==> src/sv/ttps_pkg.sv <==
`timescale 1ns / 1ps
// shared types and constants of the transposition table probe/store unit
// no dependencies; imported by every other file of the block

package ttps_pkg;

  // table geometry
  localparam int unsigned TABLE_ENTRIES = 1024;
  localparam int unsigned IDX_W         = $clog2(TABLE_ENTRIES);
  localparam int unsigned OCC_W         = 11;

  // field widths
  localparam int unsigned KEY_W   = 64;
  localparam int unsigned DEPTH_W = 8;
  localparam int unsigned SCORE_W = 16;
  localparam int unsigned MOVE_W  = 24;

  // command queue between front and back
  localparam int unsigned QUEUE_DEPTH = 2;
  localparam int unsigned QPTR_W      = $clog2(QUEUE_DEPTH);

  typedef enum logic [1:0] {
    KIND_PROBE = 2'd0,
    KIND_STORE = 2'd1,
    KIND_CLEAR = 2'd2,
    KIND_NOP   = 2'd3
  } kind_e;

  typedef enum logic [1:0] {
    BOUND_EXACT = 2'd0,
    BOUND_UPPER = 2'd1,
    BOUND_LOWER = 2'd2,
    BOUND_RSVD  = 2'd3
  } bound_e;

  typedef enum logic [2:0] {
    ST_INIT,
    ST_IDLE,
    ST_LOOKUP,
    ST_CLEAR,
    ST_CLEAR_DONE
  } back_state_e;

  // classified command
  typedef struct packed {
    kind_e                      kind;
    logic [IDX_W-1:0]           idx;
    logic [KEY_W-1:0]           key;
    logic                       key_nz;
    logic [DEPTH_W-1:0]         depth;
    logic signed [SCORE_W-1:0]  alpha;
    logic signed [SCORE_W-1:0]  beta;
    bound_e                     bound;
    logic signed [SCORE_W-1:0]  score;
    logic [MOVE_W-1:0]          move;
  } cmd_t;

  // one table entry
  typedef struct packed {
    logic [KEY_W-1:0]           key;
    logic [DEPTH_W-1:0]         depth;
    bound_e                     bound;
    logic signed [SCORE_W-1:0]  score;
    logic [MOVE_W-1:0]          move;
  } entry_t;

  // one result
  typedef struct packed {
    logic                       usable;
    logic                       cutoff;
    logic signed [SCORE_W-1:0]  hit_score;
    logic [MOVE_W-1:0]          hit_move;
    logic [OCC_W-1:0]           occupied_count;
  } res_t;

  // queue status toward front and back
  typedef struct packed {
    logic empty;
    logic full;
  } q_stat_t;

  // back status toward front
  typedef struct packed {
    logic init_busy;
  } back_stat_t;

endpackage

==> src/sv/ttps_if.sv <==
`timescale 1ns / 1ps
// channel interfaces of the transposition table probe/store unit
// depends on ttps_pkg for field widths

interface ttps_in_if;
  import ttps_pkg::*;

  logic                      valid;
  logic                      ready;
  logic [1:0]                kind;
  logic [KEY_W-1:0]          key;
  logic [DEPTH_W-1:0]        depth;
  logic signed [SCORE_W-1:0] alpha;
  logic signed [SCORE_W-1:0] beta;
  logic [1:0]                bound;
  logic signed [SCORE_W-1:0] score;
  logic [MOVE_W-1:0]         move;

  modport source (
    output valid, kind, key, depth, alpha, beta, bound, score, move,
    input  ready
  );
  modport sink (
    input  valid, kind, key, depth, alpha, beta, bound, score, move,
    output ready
  );
endinterface


==> src/sv/ttps_front.sv <==
`timescale 1ns / 1ps
// front end: accepts input transactions, classifies them and pushes them to the queue
// depends on ttps_pkg and ttps_in_if

module ttps_front import ttps_pkg::*; (
  input  logic        clk_i,
  input  logic        rst_ni,
  ttps_in_if.sink     in_i,
  input  q_stat_t     q_stat_i,
  input  back_stat_t  back_stat_i,
  output logic        push_o,
  output cmd_t        push_cmd_o
);

  logic vld_q, vld_d;
  cmd_t cmd_q, cmd_d;
  logic take;
  logic drain;

  // hold one classified command until the queue has room
  assign drain      = vld_q && !q_stat_i.full;
  assign in_i.ready = (!vld_q || !q_stat_i.full) && !back_stat_i.init_busy;
  assign take       = in_i.valid && in_i.ready;

  // classify: entry index, key occupancy and decoded codes
  always_comb begin
    vld_d = vld_q;
    cmd_d = cmd_q;
    if (drain) begin
      vld_d = 1'b0;
    end
    if (take) begin
      vld_d        = 1'b1;
      cmd_d.kind   = kind_e'(in_i.kind);
      cmd_d.idx    = in_i.key[IDX_W-1:0];
      cmd_d.key    = in_i.key;
      cmd_d.key_nz = |in_i.key;
      cmd_d.depth  = in_i.depth;
      cmd_d.alpha  = in_i.alpha;
      cmd_d.beta   = in_i.beta;
      cmd_d.bound  = bound_e'(in_i.bound);
      cmd_d.score  = in_i.score;
      cmd_d.move   = in_i.move;
    end
  end

  always_ff @(posedge clk_i or negedge rst_ni) begin
    if (!rst_ni) begin
      vld_q <= 1'b0;
    end else begin
      vld_q <= vld_d;
    end
  end

  always_ff @(posedge clk_i) begin
    cmd_q <= cmd_d;
  end

  assign push_o     = drain;
  assign push_cmd_o = cmd_q;

endmodule

==> src/flat_wrapper.sv <==
// flat-port wrapper written by rule: the top's interface ports become plain ports
module ttps_front_flat import ttps_pkg::*;
  (clk_i, rst_ni, q_stat_i, back_stat_i, push_o, push_cmd_o, in_i_valid, in_i_kind, in_i_key, in_i_depth, in_i_alpha, in_i_beta, in_i_bound, in_i_score, in_i_move, in_i_ready);
  ttps_in_if in_i_i ();
  input  logic clk_i;
  input  logic rst_ni;
  input  q_stat_t q_stat_i;
  input  back_stat_t back_stat_i;
  output logic push_o;
  output cmd_t push_cmd_o;
  input wire logic [$bits(in_i_i.valid)-1:0] in_i_valid;
  input wire logic [$bits(in_i_i.kind)-1:0] in_i_kind;
  input wire logic [$bits(in_i_i.key)-1:0] in_i_key;
  input wire logic [$bits(in_i_i.depth)-1:0] in_i_depth;
  input wire logic [$bits(in_i_i.alpha)-1:0] in_i_alpha;
  input wire logic [$bits(in_i_i.beta)-1:0] in_i_beta;
  input wire logic [$bits(in_i_i.bound)-1:0] in_i_bound;
  input wire logic [$bits(in_i_i.score)-1:0] in_i_score;
  input wire logic [$bits(in_i_i.move)-1:0] in_i_move;
  output wire logic [$bits(in_i_i.ready)-1:0] in_i_ready;
  assign in_i_i.valid = in_i_valid;
  assign in_i_i.kind = in_i_kind;
  assign in_i_i.key = in_i_key;
  assign in_i_i.depth = in_i_depth;
  assign in_i_i.alpha = in_i_alpha;
  assign in_i_i.beta = in_i_beta;
  assign in_i_i.bound = in_i_bound;
  assign in_i_i.score = in_i_score;
  assign in_i_i.move = in_i_move;
  assign in_i_ready = in_i_i.ready;
  ttps_front u_core (.clk_i(clk_i), .rst_ni(rst_ni), .in_i(in_i_i), .q_stat_i(q_stat_i), .back_stat_i(back_stat_i), .push_o(push_o), .push_cmd_o(push_cmd_o));
endmodule
==> config.mk <==
export PLATFORM = sky130hd
export DESIGN_NAME = ttps_front_flat
export DESIGN_NICKNAME = d
export VERILOG_FILES = /design/src/sv/ttps_pkg.sv /design/src/sv/ttps_if.sv /design/src/sv/ttps_front.sv /design/src/flat_wrapper.sv
export SDC_FILE = /design/constraint.sdc
export NUM_CORES = 1
export LEC_CHECK = 0
export BUFFER_PORTS_ARGS = -buffer_cell sky130_fd_sc_hd__buf_2
export CELL_PAD_IN_SITES_DETAIL_PLACEMENT = 1
export CELL_PAD_IN_SITES_GLOBAL_PLACEMENT = 1
export CORE_UTILIZATION = 33
export DETAILED_ROUTE_END_ITERATION = 16
export GPL_TIMING_DRIVEN = 0
export PLACE_DENSITY = 0.87
export RECOVER_POWER = 50
export SYNTH_ARGS = -nofsm -noshare
export SYNTH_HDL_FRONTEND = slang
export SYNTH_SLANG_ARGS = --single-unit
==> constraint.sdc <==
create_clock -name clk_i -period 6.41 [get_ports clk_i]
set_input_delay 1.282 -clock clk_i [delete_from_list [all_inputs] [get_ports clk_i]]
set_output_delay 1.282 -clock clk_i [all_outputs]
set_load 0.005 [all_outputs]
==> results_dict.tcl <==
set metrics [dict create \
    cpPeakStageDelay_ns 0.20 \
    dp_hpwl_um 10500 \
    min_period_over_period_pct 47.3 \
    synth_simple_gate_area_share_pct 3.20 \
    yosysTopAreaCell "edfxtp_1" \
    antenna_found_initial 2 \
    hold_end "u_core.vld_q$_DFFE_PN0P_" \
    leakagePower_nw 2.71 \
    crit_path_frequent_cell "buf_2" \
    total_power_mw 2.28 \
    final_cells 710 \
    ys_ff_latch 150 \
    cts_buffers 17 \
    yosys_warnings 0 \
    path_buf_inv 2 \
    p_per_area_nw_per_um2 325 \
    syn_to_final_growth_pct 48.1 \
    cts-root-buf "clkbuf_16" \
    initial_core_util_pct 34.0 \
    hold_start "u_core.vld_q$_DFFE_PN0P_" \
    r2r_end "u_core.push_cmd_o[19]$_DFFE_PP_" \
    hold_buffers 0 \
    status "finished, final reports clean" \
    fmax_mhz 330 \
    syn_inst 185 \
    routed_wl_um 13500 \
    insertion_delay_ns 0.41 \
    synth.most_common_cell "edfxtp_1" \
    synth_ff_type "edfxtp_1" \
    slowest_stage "a21oi_1" \
    drtPass1Iterations 4 \
    layout-drive-gt1-share_pct 46.4 \
    worstSetupEndpointType "primary output" \
    synth_edf_count 149 \
    dpl_worst_slack_ns 3.15 \
    die_w_um 122 \
    syn-num-nets 339 \
    yosysTopAreaCellShare_pct 94.4 \
    hold_depth 1 \
    cts_resized 0 \
    vias 3171 \
    cts.sink_count 150 \
    cts.clk_slew.worst_paths_ns 0.06 \
    place_inst 679 \
    ys_seq_area_share_pct 95.0 \
    async_flop_share_pct 0.667 \
    synthXorXnorAreaFrac_pct 0 \
    netlist_area_um2 4740 \
    drv_cap 0 \
    h-tree-depth 4 \
    final_net_count 672 \
    synth_common_cells "149 x edfxtp_1, 15 x nor4_1, 10 x buf_4" \
    grt_pass1_wl_um 18600 \
    grt_setup_unrepaired "false" \
    portBuffers 313 \
    grt.overflow.total 0 \
    drt_iter0_drc 144 \
    syn_area_per_cell_um2 25.6 \
    dieHeight_um 122 \
    vdd_drop_max_mv 0.141 \
    regToRegStartpoint "u_core.vld_q$_DFFE_PN0P_" \
    synthTopCellsByArea "edfxtp_1 94%, nor4_1 2.0%, buf_4 1.6%, dfrtp_1 0.53%, nand4_1 0.53%" \
    worstPathRequired_ns 5.13 \
    finalCriticalPeriod_ns 3.03 \
    ios 315 \
    finalHoldViolations 0 \
    synth_top_family_by_area "simple AND/OR/NAND/NOR gates" \
    setup.worst_path.class "input pin to primary output" \
    grt_usage_pct 17.7 \
    hold_class "flop to flop" \
    vias_per_cell 4.47 \
    layout_setup_ws_ns 3.38 \
    setup_viol_count_final 0 \
    synthAdderAreaFrac_pct 0 \
    synth_compound_area_share_pct 0.264 \
    clock-skew-final_ns 0.0157 \
    drc_errors 0 \
    worst_pin_slew_ns 0.964 \
    slew_viol_final 0 \
    cp_top_family "buffers and inverters" \
    first_global_vias 3317 \
    design.core.area_um2 13900 \
    ctsLongestPathBuffers 2 \
    slew-limit-headroom_pct 35.8 \
    rr_worst_depth 3 \
    start_kind "input pin" \
    cts_tree "built" \
    routabilityCongestion 0.811 \
    rows 43 \
    muxShareOfSynthArea_pct 0 \
    path_max_fanout 3 \
    r2r_setup_slack_ns 4.21 \
    synthDistinctLibCells 11 \
    cts_setup_buffers 0 \
    grt_max_degree 81 \
    cp_cell_sequence "buf_2, a21oi_1, buf_2" \
    wl_per_cell_um 19.0 \
    ant_nets 0 \
    dieArea_um2 14800 \
    critPathLaunch "q_stat_i[0]" \
    worstPathArrival_ns 1.75 \
]
## worst max path at each step
stage	end	cells past startpoint
finish	in_i_ready	3
global route	in_i_ready	3
detailed placement	u_core.push_cmd_o[30]$_DFFE_PP_	4
CTS	in_i_ready	3
floorplan	u_core.push_cmd_o[0]$_DFFE_PP_	2
global placement	u_core.push_cmd_o[70]$_DFFE_PP_	3
## per-stage QoR
step | hold WS, ns | cell area [µm²] | util [%] | setup TNS, ns
3_5_place_dp | 0.516 | 6560 | 47.1 | 0
2_1_floorplan | 0.464 | 4740 | - | 0
6_report | 0.531 | 7020 | 50.4 | 0
5_1_grt | 0.550 | 7010 | 50.3 | 0
4_1_cts | 0.531 | 7150 | 51.3 | 0
3_3_place_gp | 0.478 | 6530 | 46.9 | -15.57
## layer usage
layer / track usage (%) / routed length [µm] / up-vias
li1: - / - / 1422
met1: 17.9 / 4540 / 1547
met2: 32.0 / 7320 / 189
met3: 7.49 / 1410 / 13
met4: 6.79 / 206 / 0
met5: 0 / 0 / -
## worst reg2reg max path, stage by stage (launching register included)
cell	delay, ns
dfrtp_1	0.40
a21oi_1	0.20
and2_4	0.78
buf_16	0.41
## layout make-up
class                      count  area [µm²]
clock buffer                  18         429
clock inverter                11         160
sequential                   150        4500
fill                        1445        6920
antenna                        2        5.00
buffer                        10        75.1
tap                          180         225
timing repair buffer         314        1460
multi-input combinational     25         166
## cells by family (layout without fill, tap and decap cells)
kind of cell,Yosys count,after routing
flip-flops,150,150
AND/OR/NAND/NOR,23,23
buffers and inverters,10,353
other,0,2
AO/OA/AOI/OAI,2,2
## layout by cell type (no fill, tap or decap)
master      synthesis  routed
buf_2               0     205
and2_4              0       1
buf_1               0       1
clkinvlp_4          0       1
nor2b_1             1       1
nor4_2              1       1
buf_16              0       1
clkinv_4            0       1
buf_4              10      10
nand4_1             4       4
a21o_1              1       1
edfxtp_1          149     149
clkbuf_1            0     108
diode_2             0       2
a21oi_1             1       1
nor4_1             15      15
clkinv_1            0       1
clkinv_2            0       4
clkbuf_16           0      17
or4_1               1       1
bufinv_16           0       4
dfrtp_1             1       1
## sequential cells by signal, summed over array words and instances, names as in the netlist
name / count
u_core.push_cmd_o: 149
u_core.vld_q: 1
## where the power goes
| group | total (mW) | internal, mW | switching [mW] |
|---|---|---|---|
| logic | 0.126 | 0.0582 | 0.0681 |
| clock network | 1.01 | 0.641 | 0.371 |
| registers | 1.14 | 1.13 | 0.0122 |
| total | 2.28 | 1.83 | 0.451 |
(Power assumes the default switching activity.)
