### src/sv/ttps_pkg.sv
`timescale 1ns / 1ps
// shared types and constants of the transposition table probe/store unit
// no dependencies; imported by every other file of the block

package ttps_pkg;

  // table geometry
  localparam int unsigned TABLE_ENTRIES = 1024;
  localparam int unsigned IDX_W         = $clog2(TABLE_ENTRIES);
  localparam int unsigned OCC_W         = 11;

  // field widths
  localparam int unsigned KEY_W   = 64;
  localparam int unsigned DEPTH_W = 8;
  localparam int unsigned SCORE_W = 16;
  localparam int unsigned MOVE_W  = 24;

  // command queue between front and back
  localparam int unsigned QUEUE_DEPTH = 2;
  localparam int unsigned QPTR_W      = $clog2(QUEUE_DEPTH);

  typedef enum logic [1:0] {
    KIND_PROBE = 2'd0,
    KIND_STORE = 2'd1,
    KIND_CLEAR = 2'd2,
    KIND_NOP   = 2'd3
  } kind_e;

  typedef enum logic [1:0] {
    BOUND_EXACT = 2'd0,
    BOUND_UPPER = 2'd1,
    BOUND_LOWER = 2'd2,
    BOUND_RSVD  = 2'd3
  } bound_e;

  typedef enum logic [2:0] {
    ST_INIT,
    ST_IDLE,
    ST_LOOKUP,
    ST_CLEAR,
    ST_CLEAR_DONE
  } back_state_e;

  // classified command
  typedef struct packed {
    kind_e                      kind;
    logic [IDX_W-1:0]           idx;
    logic [KEY_W-1:0]           key;
    logic                       key_nz;
    logic [DEPTH_W-1:0]         depth;
    logic signed [SCORE_W-1:0]  alpha;
    logic signed [SCORE_W-1:0]  beta;
    bound_e                     bound;
    logic signed [SCORE_W-1:0]  score;
    logic [MOVE_W-1:0]          move;
  } cmd_t;

  // one table entry
  typedef struct packed {
    logic [KEY_W-1:0]           key;
    logic [DEPTH_W-1:0]         depth;
    bound_e                     bound;
    logic signed [SCORE_W-1:0]  score;
    logic [MOVE_W-1:0]          move;
  } entry_t;

  // one result
  typedef struct packed {
    logic                       usable;
    logic                       cutoff;
    logic signed [SCORE_W-1:0]  hit_score;
    logic [MOVE_W-1:0]          hit_move;
    logic [OCC_W-1:0]           occupied_count;
  } res_t;

  // queue status toward front and back
  typedef struct packed {
    logic empty;
    logic full;
  } q_stat_t;

  // back status toward front
  typedef struct packed {
    logic init_busy;
  } back_stat_t;

endpackage

### src/sv/ttps_queue.sv
`timescale 1ns / 1ps
// short command queue decoupling front end and back end
// depends on ttps_pkg

module ttps_queue import ttps_pkg::*; (
  input  logic    clk_i,
  input  logic    rst_ni,
  input  logic    push_i,
  input  cmd_t    push_cmd_i,
  input  logic    pop_i,
  output cmd_t    head_o,
  output q_stat_t stat_o
);

  cmd_t              slot_q [QUEUE_DEPTH];
  logic [QPTR_W-1:0] wptr_q, rptr_q;
  logic [QPTR_W:0]   cnt_q;

  assign stat_o.empty = (cnt_q == '0);
  assign stat_o.full  = (cnt_q == (QPTR_W+1)'(QUEUE_DEPTH));
  assign head_o       = slot_q[rptr_q];

  // pointers and fill level
  always_ff @(posedge clk_i or negedge rst_ni) begin
    if (!rst_ni) begin
      wptr_q <= '0;
      rptr_q <= '0;
      cnt_q  <= '0;
    end else begin
      if (push_i) begin
        wptr_q <= wptr_q + 1'b1;
      end
      if (pop_i) begin
        rptr_q <= rptr_q + 1'b1;
      end
      if (push_i && !pop_i) begin
        cnt_q <= cnt_q + 1'b1;
      end else if (!push_i && pop_i) begin
        cnt_q <= cnt_q - 1'b1;
      end
    end
  end

  // storage
  always_ff @(posedge clk_i) begin
    if (push_i) begin
      slot_q[wptr_q] <= push_cmd_i;
    end
  end

endmodule

### config.mk
export PLATFORM = sky130hd
export DESIGN_NAME = ttps_queue
export DESIGN_NICKNAME = d
export VERILOG_FILES = /design/src/sv/ttps_pkg.sv /design/src/sv/ttps_queue.sv
export SDC_FILE = /design/constraint.sdc
export NUM_CORES = 1
export LEC_CHECK = 0
export ABC_AREA = 1
export ABC_CLOCK_PERIOD_IN_PS = 7400
export BUFFER_PORTS_ARGS = -buffer_cell sky130_fd_sc_hd__buf_4
export CAP_MARGIN = 30
export CORE_ASPECT_RATIO = 0.8
export CORE_UTILIZATION = 40
export CTS_CLUSTER_DIAMETER = 150
export CTS_CLUSTER_SIZE = 16
export DETAILED_ROUTE_END_ITERATION = 8
export GPL_TIMING_DRIVEN = 0
export PLACE_DENSITY = 0.66
export SYNTH_ARGS = -nofsm -noshare
export SYNTH_HDL_FRONTEND = slang
export SYNTH_SLANG_ARGS = --single-unit
### constraint.sdc
create_clock -name clk_i -period 7.4 [get_ports clk_i]
set_clock_uncertainty 0.05 [all_clocks]
set_input_delay 1.85 -clock clk_i [delete_from_list [all_inputs] [get_ports clk_i]]
set_output_delay 1.85 -clock clk_i [all_outputs]
set_load 0.02 [all_outputs]
==> results of run 1 <==
==> cell usage in the layout, fill, tap and decap left out, types with 6 or more instances in the layout <==
cell type  instances
edfxtp_1         318
buf_2              6
inv_1              6
clkbuf_1           7
mux2_2            59
buf_6             12
mux2_4           100
clkbuf_16         25
buf_4            323
==> worst max-delay path, stage by stage, from the launching register on <==
cell     delay [ns]
dfrtp_1        0.34
buf_6          0.13
buf_6          0.21
buf_6          0.21
mux2_4         0.32
buf_4          0.16
==> path summary, 6_finish.rpt <==
path | from | slack, ns | cells after the start | to
worst min-delay path | cnt_q[1]$_DFFE_PN0P_ | 0.46 | 2 | cnt_q[1]$_DFFE_PN0P_
worst max register to register | wptr_q$_DFFE_PN0P_ | 5.43 | 3 | slot_q[0][123]$_DFFE_PP_
max in group asynchronous | rst_ni | 6.14 | 1 | rptr_q$_DFFE_PN0P_
worst min register to register | cnt_q[1]$_DFFE_PN0P_ | 0.46 | 2 | cnt_q[1]$_DFFE_PN0P_
min in group asynchronous | rst_ni | 1.05 | 1 | cnt_q[1]$_DFFE_PN0P_
worst max-delay path | rptr_q$_DFFE_PN0P_ | 3.58 | 5 | head_o[44]
==> layout make-up <==
cell class | instances | area [um2]
Antenna cell | 1 | 2.50
Inverter | 7 | 33.8
Multi-Input combinational cell | 173 | 2250
Clock inverter | 1 | 16.3
Fill cell | 2327 | 13600
Tap cell | 406 | 508
Buffer | 18 | 165
Clock buffer | 32 | 652
Sequential cell | 322 | 9650
Timing Repair Buffer | 330 | 2580
==> power breakdown <==
part,switching (mW),leakage (nW),internal (mW)
clock network,0.590,0.324,0.615
registers,0.0770,3.03,2.41
logic,1.26,2.85,1.16
total,1.93,6.20,4.19
==> cell families (layout without fill, tap and decap cells) <==
group | Yosys count | in the layout | share of synthesized area
flip-flops | 322 | 322 | 0.798
multiplexers | 159 | 159 | 0.179
other | 0 | 1 | 0
XOR/XNOR | 3 | 3 | 0.00217
buffers and inverters | 25 | 388 | 0.0158
AND/OR/NAND/NOR | 10 | 10 | 0.00342
adder cells (fa/ha/maj) | 1 | 1 | 0.00104
==> registers in the layout, summed over array words and instances, names as in the netlist <==
name    cells
cnt_q       2
slot_q    318
wptr_q      1
rptr_q      1
==> metal layers <==
layer | up-vias | share of wire | GRT usage
li1 | 2754 | - | -
met5 | - | 0 | 0
met3 | 30 | 0.090 | 0.0555
met1 | 2860 | 0.43 | 0.195
met2 | 205 | 0.46 | 0.237
met4 | 0 | 0.020 | 0.0387
==> metrics by stage <==
stage                     cell area (um2)  total power [mW]   util  instances
after CTS                           15900              6.21  0.538       1289
after detailed placement            15200              5.00  0.515       1256
after floorplan                     12100              4.09      -        520
after global placement              15000              5.02  0.509       1249
final                               15900              6.12  0.538       1290
after global routing                15900              6.38  0.538       1290
==> metrics.txt, run 1 <==
status complete, no violations; clock slew at reported path FFs 0.07 ns; peak fanout along the critical path 10; worst slew margin relative to its limit 0.471; Yosys cell types 14; Port Buffer Count 323; CTS tree built; area of the core 0.0295 mm2; critical path data arrival time 1.92 ns; YS warnings 0; Setup Buffers After CTS 0; Yosys reg bits 322; antenna-violating nets left 0; WL/cell 18.7 um; Min Hold Slack 0.457 ns; most frequent cell after synthesis edfxtp_1; share of cells above drive strength 1 0.606; routed wire length 24.2 mm; total CTS buffers 24; unrepaired setup endpoints after global routing no; Slew @ Worst Pin 0.792 ns; post-synth top area share 0.790; post-synthesis cell count 520; final setup margin 3.58 ns; IO Count 324; Residual DRC 0; vias in the first global route 6,052; Initial DRC Count 259; critical path required time 5.50 ns; Overflow after GRT 0; # rows 56; Syn Std Cell Area 0.0121 mm2; maximum vdd drop 0.263 mV; DR vias 5,849; synthesized area per cell 23.2 um2; DRT Pass-1 Iters 4; die span in y 157 um; Clock Path Buffers 3; area grow syn2layout 31.2%; Final TNS setup 0 ns; Highest Clock Rate 0.262 GHz; DR vias/cell 4.53; CP endpoint kind output port; Post-synth ARST share 0.0124; largest area contributor in the netlist edfxtp_1; WS Path Type register to output port; Hold Vio Cnt, Final 0; H-tree Lvls 1; Post-synth top cells edfxtp_1 (318), mux2_4 (100), mux2_2 (59); first-pass GRT wire length 34.8 mm; CTS sink count 322; maxcap violations 0; number of flops mapped to enable cells by yosys 318; Tot GR Track Use 0.150; Die X 196 um; Routability Congestion 0.730; initial antenna violation count 1; # setup viols final 0; Final HPWL DP 16.3 mm; PD cells 386 mW/mm2; worst skew pair latency 0.53 ns; root buffer cell clkbuf_16; total die area 0.0309 mm2; largest net degree at the start of global routing 121; hold_buf cts 0; post-synthesis sequential area ratio 0.798; leakage power 6.20 nW; Initial Util 0.410; NumNets Final 1,040; most used flip-flop cell after synthesis edfxtp_1; Period minus WS final 3.82 ns; CTS resizes 0; Min-Delay Path Class register to register; syn nets 684; CP Launch Type register; Final period util 0.516; Setup WS pre-CTS 3.82 ns; largest cells by area after synthesis edfxtp_1 (79%), mux2_4 (12%), mux2_2 (5.5%); max-slew violations 0
No activity file was read; power rests on OpenSTA's default activity.
==> inputs of run 2 (changes only) <==
--- a/config.mk
+++ b/config.mk
@@ -6,7 +6,7 @@
 export NUM_CORES = 1
 export LEC_CHECK = 0
 export ABC_AREA = 1
-export ABC_CLOCK_PERIOD_IN_PS = 7400
+export ABC_CLOCK_PERIOD_IN_PS = 3150
 export BUFFER_PORTS_ARGS = -buffer_cell sky130_fd_sc_hd__buf_4
 export CAP_MARGIN = 30
 export CORE_ASPECT_RATIO = 0.8
==> constraint.sdc (replaced) <==
create_clock -name clk_i -period 3.15 [get_ports clk_i]
set_clock_uncertainty 0.05 [all_clocks]
set_input_delay 0.7875 -clock clk_i [delete_from_list [all_inputs] [get_ports clk_i]]
set_output_delay 0.7875 -clock clk_i [all_outputs]
set_load 0.02 [all_outputs]
==> metrics.txt, run 2 (same netlist as run 1, synthesis figures left out) <==
WS Path Type register to output port; Setup Buffers After CTS 0 (unchanged); CTS tree built; Residual DRC 0 (unchanged); Most flops, register slot_q; Clock Path Buffers 3 (unchanged); Port Buffer Count 323 (unchanged); unrepaired setup endpoints after global routing no; Final HPWL DP 16.9 mm (+3.4%); maximum vdd drop 0.602 mV (+130%); IO Count 324 (unchanged); initial antenna violation count 1 (unchanged); max-slew violations 0 (unchanged); routed wire length 24.0 mm (-0.46%); worst slew margin relative to its limit 0.517 (+0.0465); Die X 196 um (unchanged); H-tree Lvls 1 (unchanged); worst skew pair latency 0.53 ns (about the same); WL/cell 18.5 um (-1.0%); Period minus WS final 2.78 ns; FILL cells 2,346 (+0.82%); Initial Util 0.410 (unchanged); Slew @ Worst Pin 0.723 ns (-0.0694 ns); Hold Vio Cnt, Final 0 (unchanged); DR vias/cell 4.57 (+0.89%); critical path data arrival time 1.94 ns (+0.02 ns); maxcap violations 0 (unchanged); antenna-violating nets left 0 (unchanged); critical path required time 2.31 ns (-3.19 ns); NumNets Final 1,045 (+0.48%); DR vias 5,933 (+1.4%); largest net degree at the start of global routing 33 (-73%); CTS sink count 322 (unchanged); Routability Congestion 0.701 (-4.0%); largest registers slot_q (318), cnt_q (2); most frequent CP cell buf_6; # rows 56 (unchanged); # setup viols final 0 (unchanged); share of cells above drive strength 1 0.608 (+0.00198); Overflow after GRT 0 (unchanged); vias in the first global route 6,126 (+1.2%); commonest non-fill, non-tap cell in the layout buf_4; max incr delay on CP 0.34 ns (about the same); DRT Pass-1 Iters 4 (unchanged); peak fanout along the critical path 10 (unchanged); CP endpoint kind output port; Min-Delay Path Class input port to register; clock slew at reported path FFs 0.07 ns (about the same); CP max-delay cell dfrtp_1; Initial DRC Count 205 (-21%); Highest Clock Rate 0.360 GHz; Final TNS setup 0 ns (unchanged); PD cells 903 mW/mm2 (+130%); root buffer cell clkbuf_16; die span in y 157 um (unchanged); area grow syn2layout 32.2%; leakage power 6.24 nW (+0.63%); Final period util 0.882; most frequent cells in the layout buf_4 (323), edfxtp_1 (318), mux2_4 (100); Tot GR Track Use 0.149 (-0.000833); total CTS buffers 24 (unchanged); final core occ 0.542 (+0.00416); status complete, no violations; Largest register FFs 318 (unchanged); area of the core 0.0295 mm2 (unchanged); first-pass GRT wire length 34.7 mm (-0.20%); CP Cell Sequence buf_6 -> buf_6 -> buf_6 -> mux2_4 -> buf_4; total die area 0.0309 mm2 (unchanged); CP Launch Type register
-- run 2: changes by cell type in the layout (fill, tap and decap cells not counted), sizes merged --
cell	delta
buf	+4
clkbuf	+2
clkinvlp	+1
dlygate4sd3	+1
inv	-1
-- run 2: what timing repair did --
item / 4_1_cts / 5_1_grt
hold buffers: 1 / 0
endpoints found under the hold margin: 4 / 0
gates resized for setup: 0 / 0
-- run 2: power by group --
group	switching, mW	total, mW	internal [mW]
Sequential	0.191	5.86	5.67
Clock	1.36	2.81	1.45
Combinational	2.98	5.76	2.78
-- run 2: worst paths after layout --
check	startpoint	end	slack (ns)	cells after the start
max reg2reg	wptr_q$_DFFE_PN0P_	slot_q[1][81]$_DFFE_PP_	0.85	5
min	pop_i	rptr_q$_DFFE_PN0P_	0.39	2
min reg2reg	cnt_q[1]$_DFFE_PN0P_	cnt_q[1]$_DFFE_PN0P_	0.46	2
max in group asynchronous	rst_ni	cnt_q[1]$_DFFE_PN0P_	2.37	2
max	rptr_q$_DFFE_PN0P_	head_o[72]	0.37	5
min in group asynchronous	rst_ni	wptr_q$_DFFE_PN0P_	0.58	2
-- run 2: final cells by class --
type	instances	area [um2]	area share
plain buffers	18	165	0.0103
well taps	406	508	0.0318
repair buffers	335	2670	0.167
flip-flops and latches	322	9650	0.604
clock inverters	1	16.3	0.00102
clock buffers	34	659	0.0413
multi-input cells	173	2270	0.142
diodes	1	2.50	0.000157
inverters	7	42.5	0.00266
-- run 2: critical path: cells and delay by family, from the launching register on --
| family | cells | cell delay [ns] |
|---|---|---|
| buffers and inverters | 4 | 0.75 |
| DFF | 1 | 0.34 |
| muxes | 1 | 0.31 |
-- run 2: per-layer routing --
metal	track usage	up-vias	wire, um	share of wire
met3	0.0658	30	2510	0.10
li1	-	2766	-	-
met2	0.251	216	11700	0.49
met4	0.0305	0	364	0.015
met1	0.177	2921	9470	0.39
met5	0	-	0	0
-- run 2: through the flow --
stage	cells	hold WS, ns	total power, mW	worst slack [ns]	cell area [um2]
floorplan	520	0.413	9.56	-0.477	12100
global placement	1249	0.448	11.7	-2.20	15100
detailed placement	1260	0.450	11.8	0.350	15300
CTS	1296	0.354	14.7	0.290	16000
global route	1296	0.352	15.1	0.262	16000
finish	1297	0.387	14.4	0.372	16000
